### config.mk
export PLATFORM = sky130hd
export DESIGN_NAME = dominant_stride_detector_core_flat
export DESIGN_NICKNAME = d
export VERILOG_FILES = /design/src/rtl/core/dsd_pkg.sv /design/src/rtl/core/dsd_if.sv /design/src/rtl/core/dominant_stride_detector_core.sv /design/src/rtl/core/dsd_cell.sv /design/src/rtl/core/dsd_vote.sv /design/src/flat_wrapper.sv
export SDC_FILE = /design/constraint.sdc
export NUM_CORES = 1
export LEC_CHECK = 0
export BUFFER_PORTS_ARGS = -buffer_cell sky130_fd_sc_hd__buf_2
export CORE_MARGIN = 2
export CORE_UTILIZATION = 24
export DETAILED_ROUTE_END_ITERATION = 7
export GPL_ROUTABILITY_DRIVEN = 0
export PLACE_DENSITY = 0.44
export RECOVER_POWER = 50
export SLEW_MARGIN = 40
export SYNTH_ARGS = -nofsm -noshare
export SYNTH_HDL_FRONTEND = slang
export SYNTH_SLANG_ARGS = --single-unit
### constraint.sdc
create_clock -name clk -period 3.1 [get_ports clk]
set_input_delay 0.62 -clock clk [delete_from_list [all_inputs] [get_ports clk]]
set_output_delay 0.62 -clock clk [all_outputs]
set_load 0.01 [all_outputs]
### src/rtl/core/dsd_pkg.sv
// dsd_pkg: shared constants and types of the dominant stride detector
// no dependencies; imported by the cells, the vote stage and the top level

package dsd_pkg;

    localparam int STRIDE_W       = 32;
    localparam int WINDOW_DEFAULT = 8;

    // broadcast from the top level to every cell of the window
    typedef struct packed {
        logic                shift;     // a request is accepted this cycle
        logic [STRIDE_W-1:0] incoming;  // stride entering the window
        logic [STRIDE_W-1:0] oldest;    // stride leaving the window
    } cell_ctrl_t;

endpackage

### src/rtl/core/dsd_if.sv
// dsd_stride_if / dsd_result_if: valid/ready channels of the stride detector
// no dependencies

interface dsd_stride_if;
    logic               valid;
    logic               ready;
    logic signed [31:0] new_stride;

    modport source (output valid, output new_stride, input ready);
    modport sink   (input valid, input new_stride, output ready);
endinterface

interface dsd_result_if;
    logic               valid;
    logic               ready;
    logic               found;
    logic signed [31:0] dominant_stride;

    modport source (output valid, output found, output dominant_stride, input ready);
    modport sink   (input valid, input found, input dominant_stride, output ready);
endinterface

### src/rtl/core/dominant_stride_detector_core.sv
// dominant_stride_detector_core: sliding-window majority vote on access strides
// depends on dsd_pkg, dsd_if, dsd_cell and dsd_vote

// One request carries one signed stride; one result follows for each, telling whether a
// single stride value fills more than WINDOW/2 of the last WINDOW strides and, if so,
// which. Strides are compared as raw 32-bit patterns. After reset the window holds
// WINDOW zero strides, so the first results report stride 0 as dominant. The window is
// a row of WINDOW cells; each keeps a stride and a running count of how many slots share
// its value, updated by one compare each against the entering and the leaving stride. A
// request is taken every cycle while the result side keeps up; the cells shift at the
// accepting edge, then the vote register loads once the output is free or being read.
// A stalled result holds the input off only once a second result is also waiting.

module dominant_stride_detector_core #(
    parameter int WINDOW = dsd_pkg::WINDOW_DEFAULT
) (
    input  logic          clk,
    input  logic          rst_n,
    dsd_stride_if.sink    stride,
    dsd_result_if.source  result
);
    import dsd_pkg::*;

    localparam int CNT_W = $clog2(WINDOW + 1);
    localparam int HALF  = WINDOW / 2;

    cell_ctrl_t          ctrl;
    logic                can_push;
    logic                push;
    logic [STRIDE_W-1:0] cell_val [WINDOW];
    logic [CNT_W-1:0]    cell_cnt [WINDOW];
    logic [CNT_W-1:0]    cell_upd [WINDOW];
    logic [WINDOW-1:0]   cell_match;
    logic [WINDOW-1:0]   cell_maj;
    logic [CNT_W-1:0]    match_cnt;
    logic [CNT_W-1:0]    entry_cnt;

    assign stride.ready  = can_push;
    assign push          = stride.valid && can_push;
    assign ctrl.shift    = push;
    assign ctrl.incoming = stride.new_stride;
    assign ctrl.oldest   = cell_val[WINDOW-1];

    // the new stride's count equals the updated count of any surviving slot that matches
    always_comb
    begin
        match_cnt = '0;
        for (int k = 0; k < WINDOW - 1; k++)
        begin
            match_cnt = match_cnt | (cell_match[k] ? cell_upd[k] : '0);
        end
    end

    assign entry_cnt = (match_cnt == '0) ? CNT_W'(1) : match_cnt;

    for (genvar k = 0; k < WINDOW; k++)
    begin : g_cell
        dsd_cell #(
            .WINDOW (WINDOW)
        ) u_cell (
            .clk     (clk),
            .rst_n   (rst_n),
            .ctrl    (ctrl),
            .in_val  ((k == 0) ? stride.new_stride : cell_val[(k == 0) ? 0 : k - 1]),
            .in_cnt  ((k == 0) ? entry_cnt : cell_upd[(k == 0) ? 0 : k - 1]),
            .val     (cell_val[k]),
            .cnt     (cell_cnt[k]),
            .cnt_upd (cell_upd[k]),
            .match   (cell_match[k]),
            .maj     (cell_maj[k])
        );
    end

    dsd_vote #(
        .WINDOW (WINDOW)
    ) u_vote (
        .clk      (clk),
        .rst_n    (rst_n),
        .cell_val (cell_val),
        .cell_maj (cell_maj),
        .push     (push),
        .can_push (can_push),
        .result   (result)
    );

`ifndef SYNTHESIS
    a_newest_slot: assert property (@(posedge clk) disable iff (!rst_n)
        push |=> cell_val[0] == $past(stride.new_stride))
        else $error("dsd core: newest slot does not hold the accepted stride");

    a_maj_is_majority: assert property (@(posedge clk) disable iff (!rst_n)
        $countones(cell_maj) == 0 || $countones(cell_maj) > HALF)
        else $error("dsd core: majority flags set on too few slots");

    a_newest_count: assert property (@(posedge clk) disable iff (!rst_n)
        push |=> cell_cnt[0] == $past(entry_cnt))
        else $error("dsd core: newest slot count mismatch");
`endif

endmodule

### src/rtl/core/dsd_cell.sv
// dsd_cell: one window slot, holding a stride and the number of slots that share its value
// depends on dsd_pkg

module dsd_cell #(
    parameter int   WINDOW = dsd_pkg::WINDOW_DEFAULT,
    localparam int  CNT_W  = $clog2(WINDOW + 1)
) (
    input  logic                          clk,
    input  logic                          rst_n,
    input  dsd_pkg::cell_ctrl_t           ctrl,
    input  logic [dsd_pkg::STRIDE_W-1:0]  in_val,
    input  logic [CNT_W-1:0]              in_cnt,
    output logic [dsd_pkg::STRIDE_W-1:0]  val,
    output logic [CNT_W-1:0]              cnt,
    output logic [CNT_W-1:0]              cnt_upd,
    output logic                          match,
    output logic                          maj
);
    import dsd_pkg::*;

    localparam int HALF = WINDOW / 2;

    logic [STRIDE_W-1:0] val_reg, val_next;
    logic [CNT_W-1:0]    cnt_reg, cnt_next;
    logic                maj_reg, maj_next;
    logic                eq_old;
    logic [CNT_W:0]      cnt_sum;

    assign match  = (val_reg == ctrl.incoming);
    assign eq_old = (val_reg == ctrl.oldest);

    // count of this value in the window after the push
    assign cnt_sum = {1'b0, cnt_reg} + (CNT_W + 1)'(match) - (CNT_W + 1)'(eq_old);
    assign cnt_upd = cnt_sum[CNT_W-1:0];

    always_comb
    begin
        val_next = val_reg;
        cnt_next = cnt_reg;
        maj_next = maj_reg;
        if (ctrl.shift)
        begin
            val_next = in_val;
            cnt_next = in_cnt;
            maj_next = (in_cnt > CNT_W'(HALF));
        end
    end

    // after reset every slot holds zero, so each count is the full window
    always_ff @(posedge clk or negedge rst_n)
    begin
        if (!rst_n)
        begin
            val_reg <= '0;
            cnt_reg <= CNT_W'(WINDOW);
            maj_reg <= 1'b1;
        end
        else
        begin
            val_reg <= val_next;
            cnt_reg <= cnt_next;
            maj_reg <= maj_next;
        end
    end

    assign val = val_reg;
    assign cnt = cnt_reg;
    assign maj = maj_reg;

`ifndef SYNTHESIS
    a_cnt_nonzero: assert property (@(posedge clk) disable iff (!rst_n)
        cnt_reg != '0)
        else $error("dsd_cell: slot count is zero");

    a_maj_tracks_cnt: assert property (@(posedge clk) disable iff (!rst_n)
        ctrl.shift |=> maj_reg == (cnt_reg > CNT_W'(HALF)))
        else $error("dsd_cell: majority flag out of step with count");

    a_hold_when_idle: assert property (@(posedge clk) disable iff (!rst_n)
        !ctrl.shift |=> $stable(val_reg) && $stable(cnt_reg))
        else $error("dsd_cell: slot changed without a request");
`endif

endmodule

### src/rtl/core/dsd_vote.sv
// dsd_vote: picks the majority stride from the cell flags and holds the result register
// depends on dsd_pkg and dsd_if

module dsd_vote #(
    parameter int WINDOW = dsd_pkg::WINDOW_DEFAULT
) (
    input  logic                          clk,
    input  logic                          rst_n,
    input  logic [dsd_pkg::STRIDE_W-1:0]  cell_val [WINDOW],
    input  logic [WINDOW-1:0]             cell_maj,
    input  logic                          push,
    output logic                          can_push,
    dsd_result_if.source                  result
);
    import dsd_pkg::*;

    logic                pend_reg, pend_next;
    logic                out_valid_reg, out_valid_next;
    logic                found_reg, found_next;
    logic [STRIDE_W-1:0] dom_reg, dom_next;
    logic                load;
    logic [STRIDE_W-1:0] dom_sel;

    // every flagged slot holds the same value, so an or-reduce selects it
    always_comb
    begin
        dom_sel = '0;
        for (int k = 0; k < WINDOW; k++)
        begin
            dom_sel = dom_sel | (cell_maj[k] ? cell_val[k] : '0);
        end
    end

    assign load     = pend_reg && (!out_valid_reg || result.ready);
    assign can_push = !pend_reg || load;

    always_comb
    begin
        pend_next      = pend_reg;
        out_valid_next = out_valid_reg;
        found_next     = found_reg;
        dom_next       = dom_reg;
        if (result.ready)
        begin
            out_valid_next = 1'b0;
        end
        if (load)
        begin
            out_valid_next = 1'b1;
            found_next     = |cell_maj;
            dom_next       = dom_sel;
            pend_next      = 1'b0;
        end
        if (push)
        begin
            pend_next = 1'b1;
        end
    end

    always_ff @(posedge clk or negedge rst_n)
    begin
        if (!rst_n)
        begin
            pend_reg      <= 1'b0;
            out_valid_reg <= 1'b0;
        end
        else
        begin
            pend_reg      <= pend_next;
            out_valid_reg <= out_valid_next;
        end
    end

    always_ff @(posedge clk)
    begin
        found_reg <= found_next;
        dom_reg   <= dom_next;
    end

    assign result.valid           = out_valid_reg;
    assign result.found           = found_reg;
    assign result.dominant_stride = dom_reg;

`ifndef SYNTHESIS
    a_pend_kept: assert property (@(posedge clk) disable iff (!rst_n)
        pend_reg && !load && !push |=> pend_reg)
        else $error("dsd_vote: pending request dropped");

    a_load_shows: assert property (@(posedge clk) disable iff (!rst_n)
        load |=> result.valid)
        else $error("dsd_vote: loaded result not presented");

    a_zero_when_none: assert property (@(posedge clk) disable iff (!rst_n)
        result.valid && !result.found |-> result.dominant_stride == '0)
        else $error("dsd_vote: stride nonzero without a majority");
`endif

endmodule

### src/flat_wrapper.sv
// flat-port wrapper written by rule: the top's interface ports become plain ports
module dominant_stride_detector_core_flat import dsd_pkg::*;
#(
    parameter int WINDOW = dsd_pkg::WINDOW_DEFAULT
)
  (clk, rst_n, stride_valid, stride_new_stride, stride_ready, result_valid, result_found, result_dominant_stride, result_ready);
  dsd_stride_if stride_i ();
  dsd_result_if result_i ();
  input  logic clk;
  input  logic rst_n;
  input wire logic [$bits(stride_i.valid)-1:0] stride_valid;
  input wire logic [$bits(stride_i.new_stride)-1:0] stride_new_stride;
  output wire logic [$bits(stride_i.ready)-1:0] stride_ready;
  output wire logic [$bits(result_i.valid)-1:0] result_valid;
  output wire logic [$bits(result_i.found)-1:0] result_found;
  output wire logic [$bits(result_i.dominant_stride)-1:0] result_dominant_stride;
  input wire logic [$bits(result_i.ready)-1:0] result_ready;
  assign stride_i.valid = stride_valid;
  assign stride_i.new_stride = stride_new_stride;
  assign stride_ready = stride_i.ready;
  assign result_valid = result_i.valid;
  assign result_found = result_i.found;
  assign result_dominant_stride = result_i.dominant_stride;
  assign result_i.ready = result_ready;
  dominant_stride_detector_core #(.WINDOW(WINDOW)) u_core (.clk(clk), .rst_n(rst_n), .stride(stride_i), .result(result_i));
endmodule
======== Word level (Yosys, flattened, before mapping) ========
Index checks and enable logic that the tools add are counted.
Widths: inputs -> output; s select.
storage, ports and cells
  bits in registers ....................... 327
  latch bits .............................. 0
  bits in writable memories ............... 0
  ROM bits ................................ 0
  bits of input ports ..................... 36
  output and inout bits ................... 35
  word-level logic and storage cells ...... 106
  memories kept ........................... 0
operators by class
  add/sub/neg operators ................... 14
  multiply operators ...................... 0
  divide/modulo/power cells ............... 0
  $lt $le $gt $ge ......................... 8
  equality and inequality tests ........... 14
  shift-type cells ........................ 0
  mux-type cells .......................... 20
  bitwise operators ....................... 13
  reduce and logical (&&, ||, !) cells .... 10
operator list
  kind                number
  $eq 32x32->1        14
  $mux 32             8
  $or 32x32->32       7
  $gt 4x3->1 const B  8
  $mux 4              8
  $add 4x1->4         7
  $sub 4x1->4         7
  $or 4x4->4          6
  $reduce_or 8->1     1
  $logic_not 4->1     1
  $mux 1              4
  $reduce_bool 2->1   2
  $logic_and 1x1->1   2
  $logic_not 1->1     2
  $logic_or 1x1->1    2

======== Logic depth before layout (Yosys ltp) ========
  depth in word-level cells ............... 13
  gate-level depth with buffers ........... 17
  depth with buffers taken out ............ 16

======== Cells and area by module ========
A second synthesis with hierarchy kept.
second synthesis, totals
  cells, all modules ...................... 1,741
  area total of the unflattened synthesis .. 20,584.7 um^2
modules (own cells, without submodules)
  module                         times used  cells each  area an instance (um^2)  sequential area each (um^2)
  dsd_cell                       8           186         2,207.1                  928.4
  dsd_vote                       1           236         2,795.2                  1,041.0
  dominant_stride_detector_core  1           17          132.6                    0.0

======== Worst setup path after synthesis ========
No wires, ideal clock.
  path type ............................... input -> register
  start point ............................. input stride_new_stride[17]
  end point ............................... register u_core.g_cell[0].u_cell.cnt_reg[0]
  setup time .............................. 0.073 ns
  data arrival time ....................... 3.580 ns
  required time ........................... 3.027 ns
  path slack .............................. -0.553 ns
  stages on the path ...................... 17
  path buffers ............................ 1
  cell sequence ........................... buf_4 > xnor2_1 > nand4_1 > nor4_1 > and4_4 > inv_1 > ha_1 > inv_1 > ha_1 > inv_1 > fa_1 > xor2_1 > inv_1 > a222oi_1 > nand4_1 > or3_1 > a2bb2oi_2
on the way
  cells in the longest elaborated chain, start to end .. 12
  elaborated cells between the ends (all ways) .. 36
  classes of those cells .................. 14 x add/sub; 7 x eq/ne; 8 x mux; 6 x bitwise; 1 x reduce/logical
ends and longest elaborated chain
  item                      line                                 text
  start: declaration        flat_wrapper.sv:12                   input wire logic [$bits(stride_i.new_stride)-1:0] stride_new_stride;
  $eq 32x32->1              dsd_cell.sv:29                       assign match = (val_reg == ctrl.incoming);
  $add 4x1->4               dsd_cell.sv:33                       assign cnt_sum = {1'b0, cnt_reg} + (CNT_W + 1)'(match) - (CNT_W + 1)'(eq_old);
  $sub 4x1->4               dsd_cell.sv:33
  $mux 4                    dominant_stride_detector_core.sv:50  match_cnt = match_cnt | (cell_match[k] ? cell_upd[k] : '0);
  $or 4x4->4 (5 in series)  dominant_stride_detector_core.sv:50
  $or 4x4->4 (*)            dominant_stride_detector_core.sv:50
  $logic_not 4->1           dominant_stride_detector_core.sv:54  assign entry_cnt = (match_cnt == '0) ? CNT_W'(1) : match_cnt;
  $mux 4 (*)                dominant_stride_detector_core.sv:54
  end signal: assignment    dsd_cell.sv:55                       cnt_reg <= CNT_W'(WINDOW);
  end signal: assignment    dsd_cell.sv:61                       cnt_reg <= cnt_next;
  end: declaration          dsd_cell.sv:24                       logic [CNT_W-1:0] cnt_reg, cnt_next;
Every way passes the cells marked *; elsewhere a longest branch is shown, timed or not.
A chain may end at the register's enable or synchronous reset.

======== Final worst setup path ========
  start point ............................. register u_core.g_cell[4].u_cell.val_reg[21]
  end point ............................... register u_core.g_cell[0].u_cell.cnt_reg[0]
on the way
  cells in the longest elaborated chain, start to end .. 9
  elaborated cells between the ends (all ways) .. 10
  classes of those cells .................. 2 x add/sub; 2 x eq/ne; 2 x mux; 3 x bitwise; 1 x reduce/logical
ends and longest elaborated chain
  item                          line                                 text
  start: declaration            dsd_cell.sv:23                       logic [STRIDE_W-1:0] val_reg, val_next;
  start signal: assignment      dsd_cell.sv:60                       val_reg <= val_next;
  $eq 32x32->1                  dsd_cell.sv:29
  $add 4x1->4                   dsd_cell.sv:33
  $sub 4x1->4                   dsd_cell.sv:33
  $mux 4 (*)                    dominant_stride_detector_core.sv:50
  $or 4x4->4 (*) (3 in series)  dominant_stride_detector_core.sv:50
  $logic_not 4->1               dominant_stride_detector_core.sv:54
  $mux 4 (*)                    dominant_stride_detector_core.sv:54
Marked as above.

==> impl_metrics.py <==
metrics = {
    "logic_synthesis": {
        "mappedNetlistArea_mm2": 0.0196,
        "synth_area_leaders": "dfrtp_1, xor2_1, nand2_1",
        "synth_edf_count": 33,
        "synthAdderAreaFrac": 0.0250,
        "synth.ff_latch_count": 327,
        "synth_compound_area_frac": 0.0676,
        "ys_warn_count": 0,
        "yosysTopAreaCell": "dfrtp_1",
        "syn_area_per_cell_um2": 8.74,
        "seq_area_frac_synth": 0.426,
        "synth_ff_type": "dfrtp_1",
        "synth.most_common_cell": "nand2_1",
        "synth_simple_gate_area_share": 0.223,
        "synth_xor_area_frac": 0.209,
        "netlist_top_cells_count": "nand2_1, xor2_1, dfrtp_1, a22oi_1, clkbuf_1",
        "synthCells": 2245,
        "synth_top_family_by_area": "simple AND/OR/NAND/NOR gates",
        "syn_nets": 2316,
        "ys_types": 36,
        "synth_top_area_share": 0.356,
        "async_flop_share": 0.899,
        "synth_mux_area_frac": 0,
    },
    "route": {
        "postRouteAntennaNets": 0,
        "firstDrtPassIters": 6,
        "vias": 18912,
        "top_layer_used": "met5",
        "drt-initial-drc-count": 1783,
        "routed_wl_mm": 93.6,
        "wire_per_inst_um": 24.1,
        "wl_met1_mm": 37.9,
        "drc": 0,
        "wl_met3_mm": 7.25,
        "via_per_inst": 4.87,
        "wl_met2_mm": 42.4,
    },
    "run": {
        "maxCapViolations": 2,
    },
    "cts": {
        "clk_latency_ps": 590,
        "clk_pin_slew_worst_paths_ps": 60,
        "clkSinkCount": 327,
        "htreeDepth": 2,
        "cts-root-buf": "clkbuf_16",
        "cts_tree": "done",
        "clk_path_buf_depth": 3,
        "cts_made_buffers": 42,
    },
    "global_route": {
        "gr-total-overflow": 0,
        "first_global_vias": 18779,
        "track_usage": 0.217,
        "grt_max_degree": 103,
        "antenna_found_initial": 9,
        "grt_first_pass_wirelength_mm": 133,
    },
    "die": {
        "coreArea_mm2": 0.0808,
        "die_height_um": 290,
        "initial_core_util": 0.243,
        "die_width_um": 290,
        "rows": 104,
        "die_area_mm2": 0.0841,
        "ios": 71,
    },
    "timing": {
        "setup-violations-final": 14,
        "finalHoldViolCount": 0,
        "layout_worst_path_cycle_share": 1.19,
        "slew_viol_final": 67,
        "layout_setup_ws_ps": -593,
        "worst_slew_pin_slew_ps": 1610,
        "min_period_ps": 3690,
        "clock_skew_ps": 33.8,
        "max_freq_mhz": 271,
        "relSlewSlack": -0.0756,
        "rsz0062_at_grt": "yes",
        "whs_ps": 294,
    },
    "outcome": {
        "violations": "max-capacitance violations, max-slew violations, negative setup slack",
        "outcome": "finished with violations",
    },
    "power_and_ir_drop": {
        "clockPowerShare": 0.251,
        "netSwitchingFraction": 0.413,
        "p_per_area_mw_per_mm2": 771,
        "p_total_w": 0.0218,
        "power_frac_seq": 0.316,
        "p_sw_w": 0.00900,
        "power_leakage_nw": 14.1,
        "internal_power_w": 0.0128,
        "ir_drop_v": 0.000426,
        "power_frac_comb": 0.433,
    },
    "place": {
        "io_buffers": 70,
        "dp.cells": 3752,
        "dp_hpwl_mm": 71.4,
    },
    "critical_path": {
        "worst-path-max-fanout": 3,
        "end_kind": "register",
        "worstPathArrival_ps": 4200,
        "start_kind": "register",
        "path_class": "register to register",
        "required_ps": 3600,
    },
    "finish": {
        "finalNonFillerCells": 3885,
        "fin_util": 0.350,
        "largest_reg_flops": 256,
        "final_net_count": 2859,
        "final_layout_size_suffix_gt1_frac": 0.339,
        "area_growth_pct": 44.1,
    },
    "min_path": {
        "hold_path_class": "input pin to register",
    },
}
## per-layer routing
layer / track usage / up-vias
met4: 0.120 / 8
li1: - / 8465
met5: 0 / -
met3: 0.0407 / 258
met1: 0.276 / 9292
met2: 0.346 / 889
## critical path, cell delays in order, from the launching register on
cell	delay, ps
dfrtp_1	470
xor2_1	210
nor4_2	310
buf_4	190
nand4_1	120
nor2_4	200
inv_2	70
ha_4	280
inv_4	30
ha_4	150
fa_2	380
xor2_2	160
a222oi_1	390
nand4_1	150
or3_1	340
a2bb2oi_2	130
## timing repair
| item | 4_1_cts | 5_1_grt |
|---|---|---|
| pin swaps | 82 | 103 |
| hold buffers | 1 | 0 |
| gates cloned | 0 | 0 |
| endpoints found under the setup margin | 29 | 28 |
| hold endpoints to repair | 3 | 0 |
| gates resized for setup | 145 | 150 |
| buffers inserted | 33 | 36 |
## layout make-up
class / count / area (µm²)
Multi-Input combinational cell: 1723 / 11800
Sequential cell: 327 / 8410
Timing Repair Buffer: 659 / 5050
Tap cell: 1060 / 1330
Clock inverter: 23 / 308
Fill cell: 8211 / 52500
Antenna cell: 3 / 7.51
Clock buffer: 55 / 1220
Inverter: 35 / 139
## power by group through the flow
stage,registers (W),logic (W),clock network [W]
4_1_cts,0.00680,0.00880,0.00559
2_1_floorplan,0.00633,0.00348,0
3_5_place_dp,0.00684,0.00831,0
3_3_place_gp,0.00684,0.00832,0
5_1_grt,0.00692,0.00986,0.00577
6_report,0.00688,0.00944,0.00548
## layout by cell type, fill, tap and decap left out, types with 13 or more instances in the layout
master	instances
ha_4	16
xor2_4	13
inv_1	20
dfrtp_2	31
nand2_1	818
xnor2_1	70
buf_6	30
clkbuf_16	43
dfrtp_1	248
xor2_2	28
clkbuf_1	20
nor4_1	46
buf_4	532
nand4_1	79
buf_12	16
xnor2_2	28
edfxtp_1	33
nor4_2	41
xor2_1	327
a22oi_1	129
buf_2	53
dfstp_2	14
## path summary, 6_finish.rpt
kind                                                             start                                           to  slack, ps  depth (start not counted)
setup / recovery           u_core.g_cell[4].u_cell.val[21]$_DFFE_PN0P_   u_core.g_cell[0].u_cell.cnt[0]$_DFFE_PN0P_       -590                         15
hold / removal                                            stride_valid           u_core.u_vote.pend_reg$_DFFE_PN0P_        290                          2
setup reg to reg           u_core.g_cell[4].u_cell.val[21]$_DFFE_PN0P_   u_core.g_cell[0].u_cell.cnt[0]$_DFFE_PN0P_       -590                         15
hold reg to reg             u_core.g_cell[5].u_cell.cnt[3]$_DFFE_PN1P_   u_core.g_cell[5].u_cell.cnt[3]$_DFFE_PN1P_        460                          2
max in group asynchronous                                        rst_n  u_core.g_cell[7].u_cell.val[15]$_DFFE_PN0P_        450                          3
min in group asynchronous                                        rst_n   u_core.g_cell[1].u_cell.val[2]$_DFFE_PN0P_        960                          2
## logic make-up (layout without fill, tap and decap cells)
kind of cell / Yosys count / in the layout
adders and majority gates: 35 / 35
and+or+nand+nor: 1034 / 1034
buffers and inverters: 195 / 772
AOI/OAI and AO/OA: 185 / 185
xor gates and xnor gates: 469 / 469
DFF: 327 / 327
other: 0 / 3
## stage by stage
step | worst slack [ps] | area [µm²] | setup TNS (ps)
after floorplan | -336 | 19800 | -482
after global placement | -1270 | 24800 | -19910
after detailed placement | -1250 | 24800 | -19610
after CTS | -578 | 27300 | -2670
after global routing | -639 | 28300 | -4340
final | -593 | 28300 | -3080
Power figures use the tool's default switching activity.
